$ cat src/hw/rtl/tpda_pkg.sv
// ---------------------------------------------------------------------------
// tpda_pkg
// Shared widths, command codes and controller states for the tree path
// distance accumulator.
// ---------------------------------------------------------------------------
`default_nettype none

package tpda_pkg;

    localparam int NODE_W  = 15;
    localparam int DEPTH_W = 15;
    localparam int DIST_W  = 16;
    localparam int TOTAL_W = 32;
    localparam int CMD_W   = 2;

    localparam logic [DEPTH_W-1:0] DEPTH_MAX = '1;
    localparam logic [TOTAL_W-1:0] TOTAL_MAX = '1;

    // command codes; the fourth code is a no-op
    typedef enum logic [CMD_W-1:0] {
        CMD_LOAD  = 2'd0,
        CMD_START = 2'd1,
        CMD_VISIT = 2'd2
    } cmd_t;

    typedef enum logic [3:0] {
        ST_IDLE,
        ST_SLOT,
        ST_LD_DEPTH,
        ST_LD_ROW,
        ST_VIS_DEPTH,
        ST_LIFT,
        ST_CLIMB,
        ST_MEET,
        ST_MEET_ANC,
        ST_MEET_DEPTH,
        ST_DONE
    } state_t;

endpackage

`default_nettype wire

$ cat src/hw/rtl/tpda_slot.sv
// ---------------------------------------------------------------------------
// tpda_slot
// Two-stage node-number to table-slot reduction (node modulo NODES) by
// reciprocal multiplication and back-multiplication.
// ---------------------------------------------------------------------------
`default_nettype none

module tpda_slot
    import tpda_pkg::*;
#(
    parameter int NODES = 32768
) (
    input  wire logic                     clk,
    input  wire logic                     rst_n,
    input  wire logic                     start,
    input  wire logic [NODE_W-1:0]        value,
    output logic                          done,
    output logic [$clog2(NODES)-1:0]      slot
);

    localparam int IDX_W = $clog2(NODES);
    localparam int SH    = NODE_W + IDX_W;
    localparam longint unsigned MULT = ((64'd1 << SH) + NODES - 1) / NODES;
    localparam logic [31:0] MULT_C  = 32'(MULT);
    localparam logic [31:0] NODES_C = 32'(NODES);

    logic              v1_reg;
    logic              done_reg;
    logic [NODE_W-1:0] x1_reg;
    logic [NODE_W-1:0] q1_reg;
    logic [IDX_W-1:0]  slot_reg;

    logic [31:0] product;
    logic [31:0] back;
    logic [31:0] rem;

    // quotient estimate is exact for 15-bit numerators
    assign product = 32'(value) * MULT_C;
    assign back    = 32'(q1_reg) * NODES_C;
    assign rem     = 32'(x1_reg) - back;

    always_ff @(posedge clk or negedge rst_n)
    begin
        if (!rst_n)
        begin
            v1_reg   <= 1'b0;
            done_reg <= 1'b0;
        end
        else
        begin
            v1_reg   <= start;
            done_reg <= v1_reg;
        end
    end

    always_ff @(posedge clk)
    begin
        if (start)
        begin
            x1_reg <= value;
            q1_reg <= NODE_W'(product >> SH);
        end
        if (v1_reg)
        begin
            slot_reg <= rem[IDX_W-1:0];
        end
    end

    assign done = done_reg;
    assign slot = slot_reg;

endmodule

`default_nettype wire
$ cat config.mk
export PLATFORM = sky130hd
export DESIGN_NAME = tpda_slot
export DESIGN_NICKNAME = d
export VERILOG_FILES = /design/src/hw/rtl/tpda_pkg.sv /design/src/hw/rtl/tpda_slot.sv
export SDC_FILE = /design/constraint.sdc
export NUM_CORES = 1
export LEC_CHECK = 0
export ABC_CLOCK_PERIOD_IN_PS = 960
export BUFFER_PORTS_ARGS = -buffer_cell sky130_fd_sc_hd__buf_2
export CORE_AREA = 2 2 56 58
export DETAILED_ROUTE_END_ITERATION = 10
export DIE_AREA = 0 0 58 60
export SYNTH_ARGS = -nofsm -noshare
export SYNTH_HDL_FRONTEND = slang
export SYNTH_SLANG_ARGS = --single-unit
$ cat constraint.sdc
create_clock -name clk -period 0.96 [get_ports clk]
set_input_delay 0.048 -clock clk [delete_from_list [all_inputs] [get_ports clk]]
set_output_delay 0.048 -clock clk [all_outputs]
set_load 0.01 [all_outputs]
==> metrics.csv <==
metric,value,unit
status,finished clean,
CTS root buffer,clkbuf_4,
Mapped Cells,32,
CTS Hold Buffers Added,16,
area of the multi-input gates,0,um^2
pin count of the biggest net entering global routing,17,
Hold Path Class,input pin to asynchronous set/reset pin,
Synth Area per Inst,29.72,um^2
post-cts resize count,0,
comb_multi_in,0,
die width,58,um
total CTS buffers,5,
Synth Warn #,0,
critical path data required time,940,ps
routed len/inst,11.92,um
type of the worst setup path,register to register,
Layout Skew,6.227,ps
vias in the first global route,522,
CTS Buffer Depth,2,
Cell variety after synth,2,
number of setup buffers added after CTS,0,
htree depth,2,
Slew Limit Fails,0,
Core Region,2903,um^2
Final setup viols,0,
DRC Markers,0,
detailed-route via count,514,
Final Cycle Share,93.89,%
remaining antenna violation count after routing,0,
Arrival @ worst endpoint,880,ps
# fillers,254,
drt first pass iters,2,
# rows,20,
First DRT Iteration DRCs,8,
Initial Utilization,32.76,%
Die Ht,60,um
"Clk Latency, worst-skew pair",300,ps
layout cell share with drive strength beyond 1,44.94,%
RD Place Congestion,0.7037,
final worst setup slack,58.70,ps
Tightest Pin Transition,341.6,ps
vias per inst,4.213,
minimum clock period,901.3,ps
DP Worst Slack,64.12,ps
antenna violations before repair,0,
CP endpoint kind,register,
Worst-path clk slew,80,ps
Slew headroom,77.23,%
Layout Utilization,47.16,%
Final Hold Fails,0,
Max IR drop VDD,1080,uV
"wirelength, routed",1454,um
PortBufs,33,
Pleak,0.5419,nW
All-Layer GR Usage,9.350,%
critical path peak fanout,16,
CTS sink cnt,32,
fin nets,106,
Pwr Density,1858,nW/um^2
synthesized area,950.9,um^2
first-pass GRT wire length,2145,um
sequential-to-total area share from yosys stat,100.0,%
fmax,1110,MHz
unrepaired setup endpoints after global routing,false,
I/O pin total,34,
GRT overflow,0,
TritonCTS clock tree,done,
Seq cells post-synth,32,
ant diodes,0,
Syn-to-layout area delta,43.95,%
CP Launch Type,register,
MaxCap Viol Count,0,
Sum Neg Setup Slack,0,ps
Post-Syn Nets,50,
die area,3480,um^2
==> cell families (layout without fill, tap and decap cells) <==
kind of cell,after synthesis,in the layout,synth area share [%]
buf+inv,0,57,0
flops,32,32,100.0
==> per-layer routing <==
metal	up-vias	routed length [um]	global-route usage (%)
met2	23	888	18.34
met3	5	121	4.762
met4	0	43	5.980
li1	241	-	-
met5	-	0	0
met1	245	400	6.743
==> per-stage QoR <==
step	hold slack, ps	cell area (um^2)	power [W]	std cells
floorplan	-247.6	952.2	0.001755	32
global placement	-164.5	1159	0.001861	98
detailed placement	-164.2	1159	0.001869	98
CTS	27.93	1369	0.002592	122
global route	26.80	1369	0.002685	122
finish	40.19	1369	0.002543	122
==> report_power, final <==
group / internal, W / switching, W
registers: 0.00166 / 0.0000380
logic: 0.000105 / 0.0000815
clock network: 0.000285 / 0.000377
total: 0.00205 / 0.000497
==> area by class of cell <==
class,instances,area (um^2),share of cell area [%]
Sequential cell,32,952.2,69.56
Clock inverter,1,5.005,0.3656
Tap cell,33,41.29,3.016
Clock buffer,7,45.04,3.291
Timing Repair Buffer,49,325.3,23.77
==> worst paths after layout <==
kind,slack [ps],depth (start not counted),end,from
max in group asynchronous,810,2,v1_reg,rst_n
min reg2reg,420,0,slot[5],x1_reg[5]
min in group clk,40,1,v1_reg,start
max reg2reg,60,0,slot[5],v1_reg
min,40,2,v1_reg,rst_n
max,60,0,slot[5],v1_reg
==> cell usage in the layout, fill, tap and decap left out <==
master and n:
clkinv_2 1, buf_2 33, clkbuf_4 5, edfxtp_1 30
dfrtp_1 1, dlygate4sd3_1 16, clkbuf_1 2, dfrtp_2 1
==> cell usage after synthesis <==
library cell  number  area share (%)
edfxtp_1          30              95
dfrtp_1            2             5.3
Power figures use the tool's default switching activity.
